===== src/rtl/smle_pkg.sv =====
// Shared constants, types and the exponent-table generator for the stereo mu-law expander.
`default_nettype none
package smle_pkg;

    localparam int SAMPLE_BITS_DEF       = 24;
    localparam int EXP_TABLE_ENTRIES_DEF = 256;
    localparam int NUM_LANES             = 2;
    localparam int LANE_STAGES           = 11;
    localparam int GAIN_BITS             = 17;
    localparam int CFG_IDX_BITS          = 1;
    localparam int M_BITS                = 41;
    localparam int REM_BITS              = 11;

    localparam logic [GAIN_BITS-1:0] UNIT_Q16 = GAIN_BITS'(65536);
    localparam logic [63:0]          LN2_Q30  = 64'd744261118;
    localparam logic [63:0]          Q30_ONE  = 64'd1 << 30;
    localparam logic [63:0]          Q30_TWO  = 64'd1 << 31;

    typedef enum logic [CFG_IDX_BITS-1:0] {
        CFG_INPUT_GAIN = 1'b0,
        CFG_WET_MIX    = 1'b1
    } t_cfg_reg;

    typedef struct packed {
        logic [LANE_STAGES-1:0] lane_load;
        logic                   out_load;
    } t_pipe_ctrl;

    // 2^u in Q1.30 for u in Q0.30, exp series truncated after the twentieth power
    function automatic logic [63:0] exp_q30(input logic [63:0] u);
        logic [63:0] v;
        logic [63:0] term;
        logic [63:0] sum;
        v    = (u * LN2_Q30) >> 30;
        sum  = Q30_ONE;
        term = Q30_ONE;
        term = ((term * v) >> 30) / 64'd1;  sum = sum + term;
        term = ((term * v) >> 30) / 64'd2;  sum = sum + term;
        term = ((term * v) >> 30) / 64'd3;  sum = sum + term;
        term = ((term * v) >> 30) / 64'd4;  sum = sum + term;
        term = ((term * v) >> 30) / 64'd5;  sum = sum + term;
        term = ((term * v) >> 30) / 64'd6;  sum = sum + term;
        term = ((term * v) >> 30) / 64'd7;  sum = sum + term;
        term = ((term * v) >> 30) / 64'd8;  sum = sum + term;
        term = ((term * v) >> 30) / 64'd9;  sum = sum + term;
        term = ((term * v) >> 30) / 64'd10; sum = sum + term;
        term = ((term * v) >> 30) / 64'd11; sum = sum + term;
        term = ((term * v) >> 30) / 64'd12; sum = sum + term;
        term = ((term * v) >> 30) / 64'd13; sum = sum + term;
        term = ((term * v) >> 30) / 64'd14; sum = sum + term;
        term = ((term * v) >> 30) / 64'd15; sum = sum + term;
        term = ((term * v) >> 30) / 64'd16; sum = sum + term;
        term = ((term * v) >> 30) / 64'd17; sum = sum + term;
        term = ((term * v) >> 30) / 64'd18; sum = sum + term;
        term = ((term * v) >> 30) / 64'd19; sum = sum + term;
        term = ((term * v) >> 30) / 64'd20; sum = sum + term;
        return sum;
    endfunction

endpackage
`default_nettype wire


===== src/rtl/smle_merge.sv =====
// Output stage: sum wet and dry products per lane, round, saturate, pack the stereo frame.
`default_nettype none
module smle_merge
    import smle_pkg::*;
#(
    parameter int SAMPLE_BITS = SAMPLE_BITS_DEF,
    parameter int TDATA_BITS  = ((NUM_LANES * SAMPLE_BITS + 7) / 8) * 8
) (
    input  wire logic                          i_clk,
    input  wire t_pipe_ctrl                    i_ctrl,
    input  wire logic signed [SAMPLE_BITS+17:0] i_wet_prod [NUM_LANES],
    input  wire logic signed [SAMPLE_BITS+17:0] i_dry_prod [NUM_LANES],
    output logic [TDATA_BITS-1:0]              o_tdata
);

    localparam int S = SAMPLE_BITS;
    localparam logic signed [S+2:0] SAT_MAX = (S+3)'((64'sd1 <<< (S - 1)) - 64'sd1);
    localparam logic signed [S+2:0] SAT_MIN = -SAT_MAX - (S+3)'(1);

    logic signed [S+18:0]  w_sum [NUM_LANES];
    logic signed [S+2:0]   w_rnd [NUM_LANES];
    logic [TDATA_BITS-1:0] n_tdata;
    logic [TDATA_BITS-1:0] r_tdata;

    always_comb begin
        n_tdata = '0;
        for (int l = 0; l < NUM_LANES; l++) begin
            w_sum[l] = (S+19)'(i_wet_prod[l]) + (S+19)'(i_dry_prod[l]) + (S+19)'(32768);
            w_rnd[l] = w_sum[l][S+18:16];
            if (w_rnd[l] > SAT_MAX) begin
                n_tdata[l*S +: S] = SAT_MAX[S-1:0];
            end else if (w_rnd[l] < SAT_MIN) begin
                n_tdata[l*S +: S] = SAT_MIN[S-1:0];
            end else begin
                n_tdata[l*S +: S] = w_rnd[l][S-1:0];
            end
        end
    end

    // hold the frame while the downstream side stalls
    always_ff @(posedge i_clk) begin
        if (i_ctrl.out_load) begin
            r_tdata <= n_tdata;
        end
    end

    assign o_tdata = r_tdata;

endmodule
`default_nettype wire


===== config.mk =====
export PLATFORM = sky130hd
export DESIGN_NAME = smle_merge
export DESIGN_NICKNAME = d
export VERILOG_FILES = /design/src/rtl/smle_pkg.sv /design/src/rtl/smle_merge.sv
export SDC_FILE = /design/constraint.sdc
export NUM_CORES = 1
export LEC_CHECK = 0
export BUFFER_PORTS_ARGS = -buffer_cell sky130_fd_sc_hd__buf_2
export CELL_PAD_IN_SITES_DETAIL_PLACEMENT = 1
export CELL_PAD_IN_SITES_GLOBAL_PLACEMENT = 1
export CORE_UTILIZATION = 30
export CTS_CLUSTER_DIAMETER = 30
export DETAILED_ROUTE_END_ITERATION = 10
export HOLD_SLACK_MARGIN = 0.05
export PLACE_DENSITY_LB_ADDON = 0.08
export SKIP_CTS_REPAIR_TIMING = 1
export SYNTH_ARGS = -nofsm -noshare
export SYNTH_HDL_FRONTEND = slang
export SYNTH_SLANG_ARGS = --single-unit

===== constraint.sdc =====
create_clock -name i_clk -period 3.6 [get_ports i_clk]
set_input_delay 0 -clock i_clk [delete_from_list [all_inputs] [get_ports i_clk]]
set_output_delay 0 -clock i_clk [all_outputs]
set_load 0.01 [all_outputs]

==> metrics.md <==
| Metric | Value |
|---|---|
| Simple logic cell fraction of the synthesized area | `14.3%` |
| Via count normalized by instance count | `5.17` |
| PnR worst setup slack | `0.360 ns` |
| Area of the multi-input gates | `5520 sq um` |
| Clk root buf | `clkbuf_16` |
| Gpl congestion | `0.834` |
| Arr. time, crit path | `3.26 ns` |
| FILL cells | `2877` |
| Number of synthesized flops with an enable pin | `48` |
| DRT Wirelength | `22100 um` |
| DIE WIDTH | `157 um` |
| CTS Sinks | `48` |
| Pins Over Slew Limit | `0` |
| Top sig layer | `met4` |
| TritonCTS Buffers | `5` |
| CTS max path bufs | `2` |
| Pwr Density | `357 nW/um^2` |
| First-pass GRT wire length | `35600 um` |
| Largest family of logic cells by synthesized area | `adder cells` |
| Core area | `23500 sq um` |
| Die height | `157 um` |
| Avg Cell Area, Syn | `8.86 sq um` |
| Ys flop type | `edfxtp_1` |
| CTS tree | `done` |
| Fraction of registers with async set/reset | `0%` |
| Top-area cell type share of the netlist area | `28.0%` |
| Via count | `7088` |
| Final nets | `1394` |
| Max transition margin | `56.0%` |
| Initial DRC Count | `192` |
| Hold WC Path Type | `in2reg` |
| Remaining global-route overflow | `0` |
| Tot Pwr | `3220 uW` |
| Synth Area in Adders | `28.0%` |
| Crit-path max FO | `23` |
| Commonest cells in the netlist | `ha_1 (162), a21oi_1 (79), nand2_1 (64)` |
| Row cnt | `56` |
| Metal2 WL | `11000 um` |
| Worst-path clk slew | `0.07 ns` |
| Wl on met1 | `10300 um` |
| Worst-Margin Slew | `0.660 ns` |
| Setup Viol. Count Final | `0` |
| Vias in the first global route | `7051` |
| CP Capture Point | `o_tdata[26]$_SDFFCE_PN1P_` |
| Setup crit start kind | `input pin` |
| All-Layer GR Usage | `17.9%` |
| Yosys cell types | `73` |
| Seq/Total Area, Yosys | `19.9%` |
| Netlist Area Pre-Place | `7240 sq um` |
| Compound-cell area share of the yosys netlist | `27.8%` |
| VDD IR max | `0.000156 V` |
| Port Buffer Count | `217` |
| P&R area growth vs syn | `24.6%` |
| FF+latch count, synth | `48` |
| Setup tns final | `0 ns` |
| Pre-CTS WS | `0.0147 ns` |
| Leak | `0.00436 uW` |
| Diodes inserted | `0` |
| DRT Pass-1 Iters | `4` |
| RSZ-0062 raised after global routing | `false` |
| Metal3 WL | `581 um` |
| Finished Cell Area | `9020 sq um` |
| Synth area leader | `ha_1` |
| Largest net degree at the start of global routing | `49` |
| Max Clk Rate | `309 MHz` |
| Routed len/inst | `16.1 um` |
| Initial antenna violation count | `0` |
| Synth Net Count | `1160` |
| DRC | `0` |
| Synth area leaders | `ha_1 (28%), edfxtp_1 (20%), a21oi_1 (5.5%), a21o_1 (4.8%), xnor2_1 (3.4%)` |
| Hpwl dp | `19400 um` |
| Synth warnings | `0` |
| Seq. cell area | `1440 sq um` |
| Required @ worst endpoint | `3.62 ns` |
| Max Cap Viol | `0` |
| Synth Area in XOR/XNOR | `6.15%` |
| Top-Level Pins | `229` |
| Kind of critical path | `in2reg` |
| Tcrit/Tclk final | `90.0%` |
| Mapped Cells | `817` |
| Utilization after layout | `38.3%` |
| Worst setup path startpoint | `i_wet_prod[5]` |
| Die ar. | `24800 sq um` |
| Share of cells above drive strength 1 | `29.1%` |
| Max reg flops | `48` |
| Initial Util | `30.8%` |
| Most frequent cell after synthesis | `ha_1` |
| Status | `completed` |
| Antenna-violating nets left | `0` |
| Fin crit period | `3.24 ns` |
| Critical Path End Type | `register` |
| Mux contribution to synthesized area | `0%` |
| Final-report hold violation count | `0` |
| DP Area | `8880 sq um` |
| Max H-tree Level | `2` |
| Hold path depth | `2` |
==> power breakdown <==
part           switching, uW  internal, uW  total, uW
clock network            212           259        471
logic                   1080           824       1900
registers               38.0           805        843
total                   1330          1890       3220
==> cells in the final DEF, fill, tap and decap left out, types with 4 or more instances in the layout <==
cell and count:
a211oi_1 8, o21ai_1 11, buf_4 39, o22ai_2 19, o22ai_1 6, ha_1 162, clkbuf_16 5, nor2_1 49
nor3_1 8, nand3_1 21, nand4_1 22, a41oi_1 6, a21oi_1 79, o211ai_1 7, nor2b_1 5, o21bai_1 4
o21ai_0 47, nor4_1 4, edfxtp_1 48, nand2_1 64, nand2b_1 5, o31ai_1 4, inv_1 29, and3_1 6
a31oi_1 12, xnor2_1 28, buf_2 217, a21o_1 46, xor2_1 21, or3_1 6
==> worst min-delay path by stage <==
stage / start / to / slack, ns
3_3_place_gp: o_tdata[21]$_SDFFCE_PN1P_ / o_tdata[21] / 0.42
6_report: i_ctrl[0] / o_tdata[23]$_SDFFCE_PN0P_ / 0.36
4_1_cts: i_ctrl[0] / o_tdata[23]$_SDFFCE_PN0P_ / 0.38
2_1_floorplan: i_ctrl[0] / o_tdata[0]$_SDFFCE_PN1P_ / 0.11
3_5_place_dp: o_tdata[21]$_SDFFCE_PN1P_ / o_tdata[21] / 0.42
5_1_grt: i_ctrl[0] / o_tdata[19]$_SDFFCE_PN1P_ / 0.39
==> worst max-delay path, cell delays in order <==
cell and delay [ns]:
buf_2 0.10, ha_1 0.28, ha_1 0.34, a21oi_1 0.23, o211ai_1 0.13, a221oi_1 0.61, a211oi_1 0.19, a2111oi_2 0.41
o21bai_2 0.12, xor2_1 0.17, buf_4 0.15, a41oi_4 0.19, buf_12 0.21, o22ai_1 0.11
==> final cells by class <==
class / instances / area share, %
Clock buffer: 6 / 1.43
Clock inverter: 2 / 0.180
Inverter: 30 / 1.25
Multi-Input combinational cell: 709 / 61.2
Sequential cell: 48 / 16.0
Tap cell: 319 / 4.42
Timing Repair Buffer: 257 / 15.5
==> cells by family (layout without fill, tap and decap cells) <==
logic type | Yosys count | in the layout
XOR/XNOR | 50 | 50
adder cells (fa/ha/maj) | 162 | 162
AND/OR/NAND/NOR | 209 | 209
buffers and inverters | 60 | 295
flip-flops | 48 | 48
AO/OA/AOI/OAI | 288 | 288
==> metrics by stage <==
step / std cells / hold WS [ns]
global placement: 1363 / 0.415
detailed placement: 1363 / 0.417
global route: 1371 / 0.386
CTS: 1371 / 0.375
finish: 1371 / 0.363
floorplan: 817 / 0.112
==> routing by layer <==
layer  GRT usage, %  up-vias
li1               -     3604
met1           23.4     3338
met2           32.8      135
met3          0.771       11
met4           2.73        0
met5              0        -
Power figures use the tool's default switching activity.
