## src/rtl/smle_pkg.sv

```systemverilog
// Shared constants, types and the exponent-table generator for the stereo mu-law expander.
`default_nettype none
package smle_pkg;

    localparam int SAMPLE_BITS_DEF       = 24;
    localparam int EXP_TABLE_ENTRIES_DEF = 256;
    localparam int NUM_LANES             = 2;
    localparam int LANE_STAGES           = 11;
    localparam int GAIN_BITS             = 17;
    localparam int CFG_IDX_BITS          = 1;
    localparam int M_BITS                = 41;
    localparam int REM_BITS              = 11;

    localparam logic [GAIN_BITS-1:0] UNIT_Q16 = GAIN_BITS'(65536);
    localparam logic [63:0]          LN2_Q30  = 64'd744261118;
    localparam logic [63:0]          Q30_ONE  = 64'd1 << 30;
    localparam logic [63:0]          Q30_TWO  = 64'd1 << 31;

    typedef enum logic [CFG_IDX_BITS-1:0] {
        CFG_INPUT_GAIN = 1'b0,
        CFG_WET_MIX    = 1'b1
    } t_cfg_reg;

    typedef struct packed {
        logic [LANE_STAGES-1:0] lane_load;
        logic                   out_load;
    } t_pipe_ctrl;

    // 2^u in Q1.30 for u in Q0.30, exp series truncated after the twentieth power
    function automatic logic [63:0] exp_q30(input logic [63:0] u);
        logic [63:0] v;
        logic [63:0] term;
        logic [63:0] sum;
        v    = (u * LN2_Q30) >> 30;
        sum  = Q30_ONE;
        term = Q30_ONE;
        term = ((term * v) >> 30) / 64'd1;  sum = sum + term;
        term = ((term * v) >> 30) / 64'd2;  sum = sum + term;
        term = ((term * v) >> 30) / 64'd3;  sum = sum + term;
        term = ((term * v) >> 30) / 64'd4;  sum = sum + term;
        term = ((term * v) >> 30) / 64'd5;  sum = sum + term;
        term = ((term * v) >> 30) / 64'd6;  sum = sum + term;
        term = ((term * v) >> 30) / 64'd7;  sum = sum + term;
        term = ((term * v) >> 30) / 64'd8;  sum = sum + term;
        term = ((term * v) >> 30) / 64'd9;  sum = sum + term;
        term = ((term * v) >> 30) / 64'd10; sum = sum + term;
        term = ((term * v) >> 30) / 64'd11; sum = sum + term;
        term = ((term * v) >> 30) / 64'd12; sum = sum + term;
        term = ((term * v) >> 30) / 64'd13; sum = sum + term;
        term = ((term * v) >> 30) / 64'd14; sum = sum + term;
        term = ((term * v) >> 30) / 64'd15; sum = sum + term;
        term = ((term * v) >> 30) / 64'd16; sum = sum + term;
        term = ((term * v) >> 30) / 64'd17; sum = sum + term;
        term = ((term * v) >> 30) / 64'd18; sum = sum + term;
        term = ((term * v) >> 30) / 64'd19; sum = sum + term;
        term = ((term * v) >> 30) / 64'd20; sum = sum + term;
        return sum;
    endfunction

endpackage
`default_nettype wire

```

## src/rtl/smle_ctrl.sv

```systemverilog
// Valid tracking and per-stage load enables for the lane pipeline and output register.
`default_nettype none
module smle_ctrl
    import smle_pkg::*;
(
    input  wire logic       i_clk,
    input  wire logic       i_rst_n,
    input  wire logic       i_in_valid,
    input  wire logic       i_out_ready,
    output logic            o_in_ready,
    output logic            o_out_valid,
    output t_pipe_ctrl      o_ctrl
);

    logic [LANE_STAGES:0] r_vld;
    logic [LANE_STAGES:0] w_load;

    // a stage loads when it is empty or its content moves on
    always_comb begin
        w_load[LANE_STAGES] = !r_vld[LANE_STAGES] || i_out_ready;
        for (int k = LANE_STAGES - 1; k >= 0; k--) begin
            w_load[k] = !r_vld[k] || w_load[k+1];
        end
    end

    always_ff @(posedge i_clk) begin
        if (!i_rst_n) begin
            r_vld <= '0;
        end else begin
            if (w_load[0]) begin
                r_vld[0] <= i_in_valid;
            end
            for (int k = 1; k <= LANE_STAGES; k++) begin
                if (w_load[k]) begin
                    r_vld[k] <= r_vld[k-1];
                end
            end
        end
    end

    assign o_in_ready       = w_load[0];
    assign o_out_valid      = r_vld[LANE_STAGES];
    assign o_ctrl.lane_load = w_load[LANE_STAGES-1:0];
    assign o_ctrl.out_load  = w_load[LANE_STAGES];

endmodule
`default_nettype wire

```

## config.mk

```make
export PLATFORM = sky130hd
export DESIGN_NAME = smle_ctrl
export DESIGN_NICKNAME = d
export VERILOG_FILES = /design/src/rtl/smle_pkg.sv /design/src/rtl/smle_ctrl.sv
export SDC_FILE = /design/constraint.sdc
export NUM_CORES = 1
export LEC_CHECK = 0
export BUFFER_PORTS_ARGS = -buffer_cell sky130_fd_sc_hd__buf_4
export CAP_MARGIN = 30
export CORE_AREA = 4 4 41 43
export DETAILED_ROUTE_END_ITERATION = 10
export DIE_AREA = 0 0 45 47
export REMOVE_ABC_BUFFERS = 1
export SLEW_MARGIN = 20
export SYNTH_ARGS = -nofsm -noshare
export SYNTH_HDL_FRONTEND = slang
export SYNTH_SLANG_ARGS = --single-unit
```

## constraint.sdc

```tcl
create_clock -name i_clk -period 2.3 [get_ports i_clk]
set_input_delay 0.115 -clock i_clk [delete_from_list [all_inputs] [get_ports i_clk]]
set_output_delay 0.115 -clock i_clk [all_outputs]
set_load 0.02 [all_outputs]
```

==> out/qor.log, run 1 <==
INFO  logic_synthesis avgSynthCellArea=9.54squm
INFO  layout         reg.largest.list=r_vld: 12 flops
INFO  sta            setup_slack=0.636ns
INFO  sta            tightest_slew=0.324ns
INFO  clock_network  h-tree-depth=1
INFO  setup_path     crit_fanout=5
INFO  placed_design  numPlacedInstances=83
INFO  global_route   antenna_found_initial=0
INFO  logic_synthesis netlist.top_cell.by_area=sky130_fd_sc_hd__dfxtp_1
INFO  clock_network  clk_transition_reported_paths=0.08ns
INFO  detailed_routing drt_pass1_iterations=3
INFO  worst_hold_path hold_depth=3
INFO  global_route   via_count_of_the_first_global_routing_pass=394
INFO  global_route   grt_start_max_net_pins=14
INFO  layout         design.final.nets=77
INFO  floorplanning  start_util=38.8%
INFO  layout         top_reg_by_flops=r_vld
INFO  placed_design  gpl.final_weighted_congestion=0.655
INFO  worst_hold_path holdCritPathClass=input port to flop
INFO  setup_path     cp.arrival=1.55ns
INFO  detailed_routing route.detailed.wl_per_inst=9.98um
INFO  sta            timing.max_slew.rel_slack=78.2%
INFO  global_route   groute.usage.overall=10.1%
INFO  sta            maxClockFrequency=601MHz
INFO  logic_synthesis syn_area=505squm
INFO  setup_path     worst-setup-path-type=flop to primary output
INFO  detailed_routing postRouteAntennaNets=0
INFO  sta            timing.final.setup_violations=0
INFO  layout         layoutNonFillerInstCount=87
INFO  layout         layout.filler_cells=136
INFO  layout         drive_above_1_share=38.9%
INFO  clock_network  clkSinkCount=12
INFO  logic_synthesis synth_cell_type_count=21
INFO  detailed_routing route.vias.total=397
INFO  floorplanning  fp.dieArea=2120squm
INFO  sta            fin_worst_skew=0.00564ns
INFO  clock_network  cts_hold_buf=0
INFO  layout         multi_input_area=216squm
INFO  sta            final_min_period_over_clock_period=72.4%
INFO  global_route   grt_pass1_wl=1570um
INFO  layout         largest_register_ffs=12
INFO  floorplanning  ioPinCount=18
INFO  logic_synthesis register_area_share_after_synthesis=47.5%
INFO  logic_synthesis post_synth_inst_count=53
INFO  logic_synthesis yosys.area.top_type_share=47.5%
INFO  floorplanning  die_height=47um
INFO  sta            finalWorstPathRequiredPeriod=1.66ns
INFO  sta            rsz_0062_raised_after_global_routing=no
INFO  clock_network  tritoncts=yes
INFO  detailed_routing viasPerCell=4.56
INFO  sta            timing.final.hold_violations=0
INFO  placed_design  pre_cts_ws=0.882ns
INFO  placed_design  dp_hpwl=685um
INFO  sta            hold_slack=0.0873ns
INFO  global_route   grt_overflow_total=0
INFO  power          power_dens_cells=571nW/um^2
INFO  setup_path     critical_path.endpoint_type=primary output
INFO  power          ir_drop=347uV
INFO  detailed_routing wl=868um
INFO  clock_network  buffer_cell_driving_the_clock_tree_root=sky130_fd_sc_hd__clkbuf_4
INFO  floorplanning  placement_rows=13
INFO  setup_path     critical_path.startpoint_type=flop
INFO  logic_synthesis synth-warning-count=0
INFO  floorplanning  core=1300squm
INFO  logic_synthesis ys_ff_latch=12
INFO  layout         commonest_non_fill_non_tap_cells_in_the_layout=17 x sky130_fd_sc_hd__buf_4, 12 x sky130_fd_sc_hd__dfxtp_1, 9 x sky130_fd_sc_hd__inv_1
INFO  detailed_routing route.detailed.drc=0
INFO  layout         sequential_cell_area=240squm
INFO  sta            maxSlewViolCount=0
INFO  run_status     status=completed
INFO  sta            tns=0ns
INFO  power          power.static_leakage=0.292nW
INFO  layout         area_delta_synth_final=33.9%
INFO  job            drv_cap=0
INFO  clock_network  num_cts_buffers=3
INFO  clock_network  clockBufferDepth=2
INFO  layout         insertedDiodeCount=0
INFO  clock_network  cts.repair_timing.setup_buffer_count=0
INFO  setup_path     reg2regPathDepth=4
INFO  logic_synthesis synth_top_cells_by_area=sky130_fd_sc_hd__dfxtp_1 48%, sky130_fd_sc_hd__o21a_1 7.4%, sky130_fd_sc_hd__inv_1 6.7%
INFO  clock_network  clock_insertion_delay_worst_skew=0.26ns
INFO  setup_path     required=2.18ns
INFO  layout         mostFrequentLayoutCell=sky130_fd_sc_hd__buf_4
INFO  clock_network  ctsResizeCount=0
INFO  detailed_routing drt_iter0_drc=3
INFO  placed_design  port_buffers=17
INFO  floorplanning  die_w=45um
## synth_stat cells
cell	n
sky130_fd_sc_hd__buf_4	1
sky130_fd_sc_hd__dfxtp_1	12
sky130_fd_sc_hd__nand2_2	1
sky130_fd_sc_hd__inv_1	9
sky130_fd_sc_hd__nand2_1	5
sky130_fd_sc_hd__a21oi_1	1
sky130_fd_sc_hd__nand3_2	1
sky130_fd_sc_hd__nor3_2	1
sky130_fd_sc_hd__nand3_1	3
sky130_fd_sc_hd__nor4_4	1
sky130_fd_sc_hd__nor2_1	1
sky130_fd_sc_hd__clkbuf_1	1
sky130_fd_sc_hd__o21a_1	5
sky130_fd_sc_hd__inv_2	1
sky130_fd_sc_hd__a21boi_2	1
sky130_fd_sc_hd__o21ai_1	1
sky130_fd_sc_hd__nand4b_4	1
sky130_fd_sc_hd__nor2b_1	2
sky130_fd_sc_hd__and2_1	1
sky130_fd_sc_hd__a21boi_1	3
sky130_fd_sc_hd__a21boi_0	1
## cell type report
class                      instances  share of cell area (%)
clock buffer                       4                    5.36
inverter                          10                    5.55
multi-input combinational         29                    32.0
sequential                        12                    35.5
tap                               15                    2.77
timing repair buffer              17                    18.9
## metal layers
layer / wire [um] / global-route usage, % / up-vias
met2: 358 / 14.4 / 13
met3: 80 / 4.21 / 0
met1: 429 / 13.1 / 172
met4: 0 / 5.26 / 0
li1: - / - / 212
met5: 0 / 0 / -
## report_power, final
part | leakage, nW | internal, mW | switching, mW
combinational | 0.173 | 0.00739 | 0.00509
clock | 0.0210 | 0.0960 | 0.0658
sequential | 0.0972 | 0.210 | 0.00211
total | 0.292 | 0.314 | 0.0730
## critical path: stages, from the launching register on
cell and delay [ns]:
sky130_fd_sc_hd__dfxtp_1 0.41, sky130_fd_sc_hd__nand4b_4 0.17, sky130_fd_sc_hd__nor4_4 0.38, sky130_fd_sc_hd__nand3_2 0.15, sky130_fd_sc_hd__buf_4 0.18
## per-stage QoR
| step | power (mW) | util [%] | cell area, sq um |
|---|---|---|---|
| 2_1_floorplan | 0.222 | - | 494 |
| 3_3_place_gp | 0.230 | 49.2 | 641 |
| 3_5_place_dp | 0.230 | 49.2 | 641 |
| 4_1_cts | 0.390 | 52.0 | 677 |
| 5_1_grt | 0.404 | 52.0 | 677 |
| 6_report | 0.387 | 52.0 | 677 |
## final timing paths
path	start	endpoint	slack, ns
worst min register to register	r_vld[5]$_SDFFE_PN0P_	r_vld[6]$_SDFFE_PN0P_	0.45
worst max register to register	r_vld[10]$_SDFFE_PN0P_	r_vld[0]$_SDFFE_PN0P_	1.00
worst min-delay path	i_in_valid	r_vld[0]$_SDFFE_PN0P_	0.09
worst max-delay path	r_vld[10]$_SDFFE_PN0P_	o_in_ready	0.64
## kinds of logic after synthesis
kind of cell / Yosys count / share of synthesized area, %
simple gates: 17 / 25.2
flops: 12 / 47.5
compound gates: 12 / 17.6
buf+inv: 12 / 9.65
(Power assumes the default switching activity.)
==> run 2: changes to the inputs <==
- clock period: 2.3 -> 1.7 ns (I/O delays scaled with it)
==> out/qor.log, run 2 (synthesized netlist as in run 1, its figures left out) <==
INFO  run_status     status=completed
INFO  sta            timing.final.hold_violations=0
INFO  setup_path     r2r_slack=0.47ns
INFO  layout         fin_area=689squm
INFO  detailed_routing wl=891um
INFO  worst_hold_path holdCritPathClass=input port to flop
INFO  power          power.combinational.fraction=3.2%
INFO  layout         largest_register_ffs=12
INFO  power          power.static_leakage=0.309nW
INFO  setup_path     critical_path.n_buffers_inverters=1
INFO  layout         post-route-util=53.0%
INFO  clock_network  num_cts_buffers=3
INFO  clock_network  buffer_cell_driving_the_clock_tree_root=sky130_fd_sc_hd__clkbuf_4
INFO  sta            timing.final.setup_violations=0
INFO  placed_design  detailed_place.area=641squm
INFO  power          p_seq_share=55.0%
INFO  power          sw_power=97.9uW
INFO  floorplanning  die_height=47um
INFO  setup_path     path_depth=4
INFO  setup_path     timing.critical_path.slowest_stage_cell=sky130_fd_sc_hd__dfxtp_1
INFO  layout         design.final.nets=77
INFO  job            drv_cap=0
INFO  global_route   antenna_found_initial=0
INFO  layout         insertedDiodeCount=0
INFO  clock_network  clock_insertion_delay_worst_skew=0.26ns
INFO  sta            fin_worst_skew=0.00603ns
INFO  setup_path     critical_path.endpoint_type=primary output
INFO  floorplanning  ioPinCount=18
INFO  setup_path     reg2regPathDepth=4
INFO  sta            tightest_slew=0.321ns
INFO  power          cell_internal_pwr=425uW
INFO  global_route   via_count_of_the_first_global_routing_pass=394
INFO  detailed_routing route.vias.total=400
INFO  clock_network  h-tree-depth=1
INFO  setup_path     worstSetupStartpoint=r_vld[3]$_SDFFE_PN0P_
INFO  floorplanning  start_util=38.8%
INFO  clock_network  tritoncts=yes
INFO  layout         drive_above_1_share=41.7%
INFO  power          power.share.switching=18.7%
INFO  floorplanning  die_w=45um
INFO  setup_path     critical_path.reg2reg.endpoint=r_vld[0]$_SDFFE_PN0P_
INFO  detailed_routing postRouteAntennaNets=0
INFO  floorplanning  fp.dieArea=2120squm
INFO  power          fin_total_pwr=522uW
INFO  layout         mostFrequentLayoutCell=sky130_fd_sc_hd__buf_4
INFO  layout         commonest_non_fill_non_tap_cells_in_the_layout=17 x sky130_fd_sc_hd__buf_4, 11 x sky130_fd_sc_hd__dfxtp_1, 9 x sky130_fd_sc_hd__inv_1
INFO  global_route   grt_overflow_total=0
INFO  sta            rsz_0062_raised_after_global_routing=no
INFO  placed_design  numPlacedInstances=83
INFO  power          ir_drop=470uV
INFO  global_route   grt_pass1_wl=1570um
INFO  detailed_routing route.detailed.wl_per_inst=10.2um
INFO  sta            maxSlewViolCount=0
INFO  floorplanning  placement_rows=13
INFO  floorplanning  core=1300squm
INFO  clock_network  cts_hold_buf=0
INFO  sta            finalWorstPathRequiredPeriod=1.56ns
INFO  global_route   groute.usage.overall=10.1%
INFO  placed_design  port_buffers=17
INFO  placed_design  dp_hpwl=685um
INFO  clock_network  clockBufferDepth=2
INFO  sta            maxClockFrequency=639MHz
INFO  clock_network  clk_transition_reported_paths=0.08ns
INFO  setup_path     worst-setup-path-type=flop to primary output
INFO  worst_hold_path min-delay-start=i_in_valid
INFO  sta            timing.max_slew.rel_slack=78.4%
INFO  worst_hold_path hold-path-endpoint=r_vld[0]$_SDFFE_PN0P_
INFO  detailed_routing route.detailed.drc=0
INFO  setup_path     cpLargestDelayFamily=simple AND/OR/NAND/NOR gates
INFO  worst_hold_path hold_depth=3
INFO  setup_path     critical_path.reg2reg.startpoint=r_vld[3]$_SDFFE_PN0P_
INFO  sta            final_min_period_over_clock_period=92.0%
INFO  layout         layout.filler_cells=135
INFO  layout         layoutNonFillerInstCount=87
INFO  layout         area_delta_synth_final=36.4%
INFO  power          power_dens_cells=758nW/um^2
INFO  setup_path     crit_fanout=4
INFO  setup_path     critical_path.startpoint_type=flop
INFO  clock_network  clkSinkCount=12
INFO  setup_path     cp.arrival=1.48ns
INFO  layout         top_reg_by_flops=r_vld
INFO  setup_path     crit_chain=nand3_1 -> nor4_4 -> nand3_2 -> buf_4
INFO  detailed_routing viasPerCell=4.60
INFO  power          share_clk_of_total_power=41.8%
INFO  setup_path     cpPeakStageDelay=0.38ns
INFO  detailed_routing drt_iter0_drc=2
INFO  detailed_routing drt_pass1_iterations=2
INFO  placed_design  gpl.final_weighted_congestion=0.655
INFO  global_route   grt_start_max_net_pins=14
INFO  layout         reg.largest.list=r_vld: 12 flops
INFO  setup_path     required=1.62ns
INFO  sta            tns=0ns
==> run 2: cell types whose count changed in the layout (fill, tap and decap cells not counted) <==
| cell | delta |
|---|---|
| sky130_fd_sc_hd__nor3_2 | -1 |
| sky130_fd_sc_hd__dfxtp_1 | -1 |
| sky130_fd_sc_hd__nand3_2 | +1 |
| sky130_fd_sc_hd__dfxtp_2 | +1 |
| sky130_fd_sc_hd__nor3_4 | +1 |
| sky130_fd_sc_hd__nand3_1 | -1 |
==> run 2: timing repair <==
item | 4_1_cts | 5_1_grt
hold endpoints to repair | 0 | 0
endpoints found under the setup margin | 0 | 4
resized for setup | 0 | 3
setup buffers | 0 | 0
==> run 2: worst min-delay path, stage by stage <==
cell	delay (ns)
sky130_fd_sc_hd__buf_4	0.08
sky130_fd_sc_hd__inv_1	0.04
sky130_fd_sc_hd__a21boi_2	0.09
==> run 2: layer usage <==
metal | GRT usage (%) | share of wire, % | vias to the layer above
met2 | 14.4 | 44 | 13
met4 | 5.26 | 0 | 0
met3 | 4.21 | 9.0 | 0
met5 | 0 | 0 | -
li1 | - | - | 213
met1 | 13.1 | 47 | 174
==> run 2: cell type report <==
| type | count | area, sq um | share of cell area [%] |
|---|---|---|---|
| clock buffer | 4 | 36.3 | 5.26 |
| inverter | 10 | 37.5 | 5.44 |
| multi-input combinational | 29 | 228 | 33.0 |
| sequential | 12 | 241 | 35.0 |
| tap | 15 | 18.8 | 2.72 |
| timing repair buffer | 17 | 128 | 18.5 |
==> run 2: power groups by stage <==
stage / registers [mW] / logic (mW) / clock network (mW)
finish: 0.288 / 0.0168 / 0.218
global route: 0.288 / 0.0186 / 0.240
detailed placement: 0.294 / 0.0167 / 0
floorplan: 0.294 / 0.00705 / 0
global placement: 0.294 / 0.0168 / 0
CTS: 0.287 / 0.0170 / 0.224
==> run 2: how the worst max path moves through the flow <==
| stage | to |
|---|---|
| final | o_in_ready |
| after global routing | o_ctrl[1] |
| after CTS | o_in_ready |
| after detailed placement | o_in_ready |
| after global placement | o_ctrl[1] |
| after floorplan | r_vld[0]$_SDFFE_PN0P_ |
==> run 2: metrics by stage <==
| step | hold WS [ns] | setup slack [ns] |
|---|---|---|
| CTS | 0.0524 | 0.0377 |
| global placement | 0.331 | 0.358 |
| detailed placement | 0.330 | 0.312 |
| floorplan | 0.203 | 0.0612 |
| finish | 0.0580 | 0.136 |
| global route | 0.0699 | 0.0312 |
==> run 3: changes to the inputs <==
- CTS_BUF_LIST: default -> sky130_fd_sc_hd__clkbuf_8
==> out/qor.log, run 3 (synthesized netlist as in run 1, its figures left out) <==
INFO  setup_path     critical_path.startpoint_type=flop
INFO  power          power.static_leakage=0.299nW
INFO  floorplanning  ioPinCount=18
INFO  power          power.share.switching=17.8%
INFO  layout         largest_register_ffs=12
INFO  layout         insertedDiodeCount=0
INFO  floorplanning  core=1300squm
INFO  sta            timing.final.hold_violations=0
INFO  layout         area_delta_synth_final=37.6%
INFO  global_route   grt_pass1_wl=1610um
INFO  sta            tns=0ns
INFO  detailed_routing drt_pass1_iterations=4
INFO  sta            fin_worst_skew=0.00178ns
INFO  power          sw_power=108uW
INFO  placed_design  pre_cts_ws=0.312ns
INFO  floorplanning  placement_rows=13
INFO  power          cell_internal_pwr=500uW
INFO  detailed_routing viasPerCell=4.63
INFO  layout         design.final.nets=77
INFO  clock_network  clk_transition_reported_paths=0.05ns
INFO  power          share_clk_of_total_power=49.7%
INFO  global_route   antenna_found_initial=0
INFO  floorplanning  fp.dieArea=2120squm
INFO  layout         drive_above_1_share=38.9%
INFO  clock_network  tritoncts=yes
INFO  setup_path     critical_path.endpoint_type=primary output
INFO  sta            timing.max_slew.rel_slack=78.3%
INFO  power          power.combinational.fraction=2.8%
INFO  clock_network  clockBufferDepth=2
INFO  detailed_routing postRouteAntennaNets=0
INFO  sta            tightest_slew=0.323ns
INFO  detailed_routing wl=895um
INFO  setup_path     r2r_slack=0.45ns
INFO  sta            maxClockFrequency=640MHz
INFO  placed_design  detailed_place.area=641squm
INFO  clock_network  buffer_cell_driving_the_clock_tree_root=sky130_fd_sc_hd__clkbuf_8
INFO  layout         commonest_non_fill_non_tap_cells_in_the_layout=17 x sky130_fd_sc_hd__buf_4, 12 x sky130_fd_sc_hd__dfxtp_1, 9 x sky130_fd_sc_hd__inv_1
INFO  layout         fin_area=696squm
INFO  power          p_seq_share=47.5%
INFO  sta            rsz_0062_raised_after_global_routing=no
INFO  sta            setup_slack=0.136ns
INFO  sta            maxSlewViolCount=0
INFO  clock_network  h-tree-depth=1
INFO  setup_path     cp.arrival=1.48ns
INFO  detailed_routing route.detailed.wl_per_inst=10.3um
INFO  detailed_routing drt_iter0_drc=3
INFO  global_route   groute.usage.overall=11.0%
INFO  sta            finalWorstPathRequiredPeriod=1.56ns
INFO  detailed_routing route.detailed.drc=0
INFO  run_status     status=completed
INFO  floorplanning  die_w=45um
INFO  worst_hold_path holdCritPathClass=input port to flop
INFO  sta            timing.final.setup_violations=0
INFO  clock_network  num_cts_buffers=3
INFO  layout         mostFrequentLayoutCell=sky130_fd_sc_hd__buf_4
INFO  setup_path     required=1.62ns
INFO  clock_network  cts_hold_buf=0
INFO  placed_design  gpl.final_weighted_congestion=0.655
INFO  global_route   grt_overflow_total=0
INFO  placed_design  dp_hpwl=685um
INFO  global_route   grt_start_max_net_pins=14
INFO  setup_path     crit_fanout=5
INFO  sta            final_min_period_over_clock_period=92.0%
INFO  power          power_dens_cells=873nW/um^2
INFO  setup_path     worst-setup-path-type=flop to primary output
INFO  global_route   via_count_of_the_first_global_routing_pass=391
INFO  layout         top_reg_by_flops=r_vld
INFO  clock_network  ctsResizeCount=0
INFO  power          fin_total_pwr=608uW
INFO  clock_network  clkSinkCount=12
INFO  clock_network  clock_insertion_delay_worst_skew=0.24ns
INFO  detailed_routing route.vias.total=403
INFO  clock_network  cts.repair_timing.setup_buffer_count=0
INFO  floorplanning  die_height=47um
INFO  job            drv_cap=0
INFO  placed_design  port_buffers=17
INFO  floorplanning  start_util=38.8%
INFO  power          ir_drop=429uV
INFO  layout         reg.largest.list=r_vld: 12 flops
run 3: layer usage:
metal,vias to the layer above,share of wire (%),GRT usage [%]
met3,3,9.4,4.21
li1,210,-,-
met2,16,40,14.1
met1,174,47,13.8
met5,-,0,0
met4,0,3.2,10.5
run 3: final timing paths:
check                                             from  cells after the start                     to
worst max register to register  r_vld[10]$_SDFFE_PN0P_                      5  r_vld[3]$_SDFFE_PN0P_
worst max-delay path            r_vld[10]$_SDFFE_PN0P_                      5              o_ctrl[4]
worst min register to register   r_vld[5]$_SDFFE_PN0P_                      2  r_vld[6]$_SDFFE_PN0P_
worst min-delay path                        i_in_valid                      3  r_vld[0]$_SDFFE_PN0P_
run 3: through the flow:
step | std cells | hold slack [ns] | util, %
2_1_floorplan | 51 | 0.203 | -
3_3_place_gp | 83 | 0.331 | 49.2
3_5_place_dp | 83 | 0.330 | 49.2
4_1_cts | 87 | 0.0801 | 53.5
5_1_grt | 87 | 0.107 | 53.5
6_report | 87 | 0.0865 | 53.5
run 3: area by class of cell:
class                      instances  area (sq um)
tap                               15          18.8
sequential                        12           240
inverter                          10          37.5
timing repair buffer              17           128
fill                             135           606
multi-input combinational         29           216
clock buffer                       4          55.1
run 3: critical path: stages, from the launching register on:
cell	delay, ns
sky130_fd_sc_hd__dfxtp_1	0.40
sky130_fd_sc_hd__nand4b_4	0.17
sky130_fd_sc_hd__nor3_2	0.24
sky130_fd_sc_hd__and2_1	0.21
sky130_fd_sc_hd__nand2_1	0.07
sky130_fd_sc_hd__buf_4	0.15
run 3: power groups by stage:
stage          Clock [mW]  Sequential (mW)  Combinational [mW]
5_1_grt             0.329            0.289              0.0186
4_1_cts             0.313            0.288              0.0170
2_1_floorplan           0            0.294             0.00705
6_report            0.302            0.288              0.0169
3_5_place_dp            0            0.294              0.0167
3_3_place_gp            0            0.294              0.0168
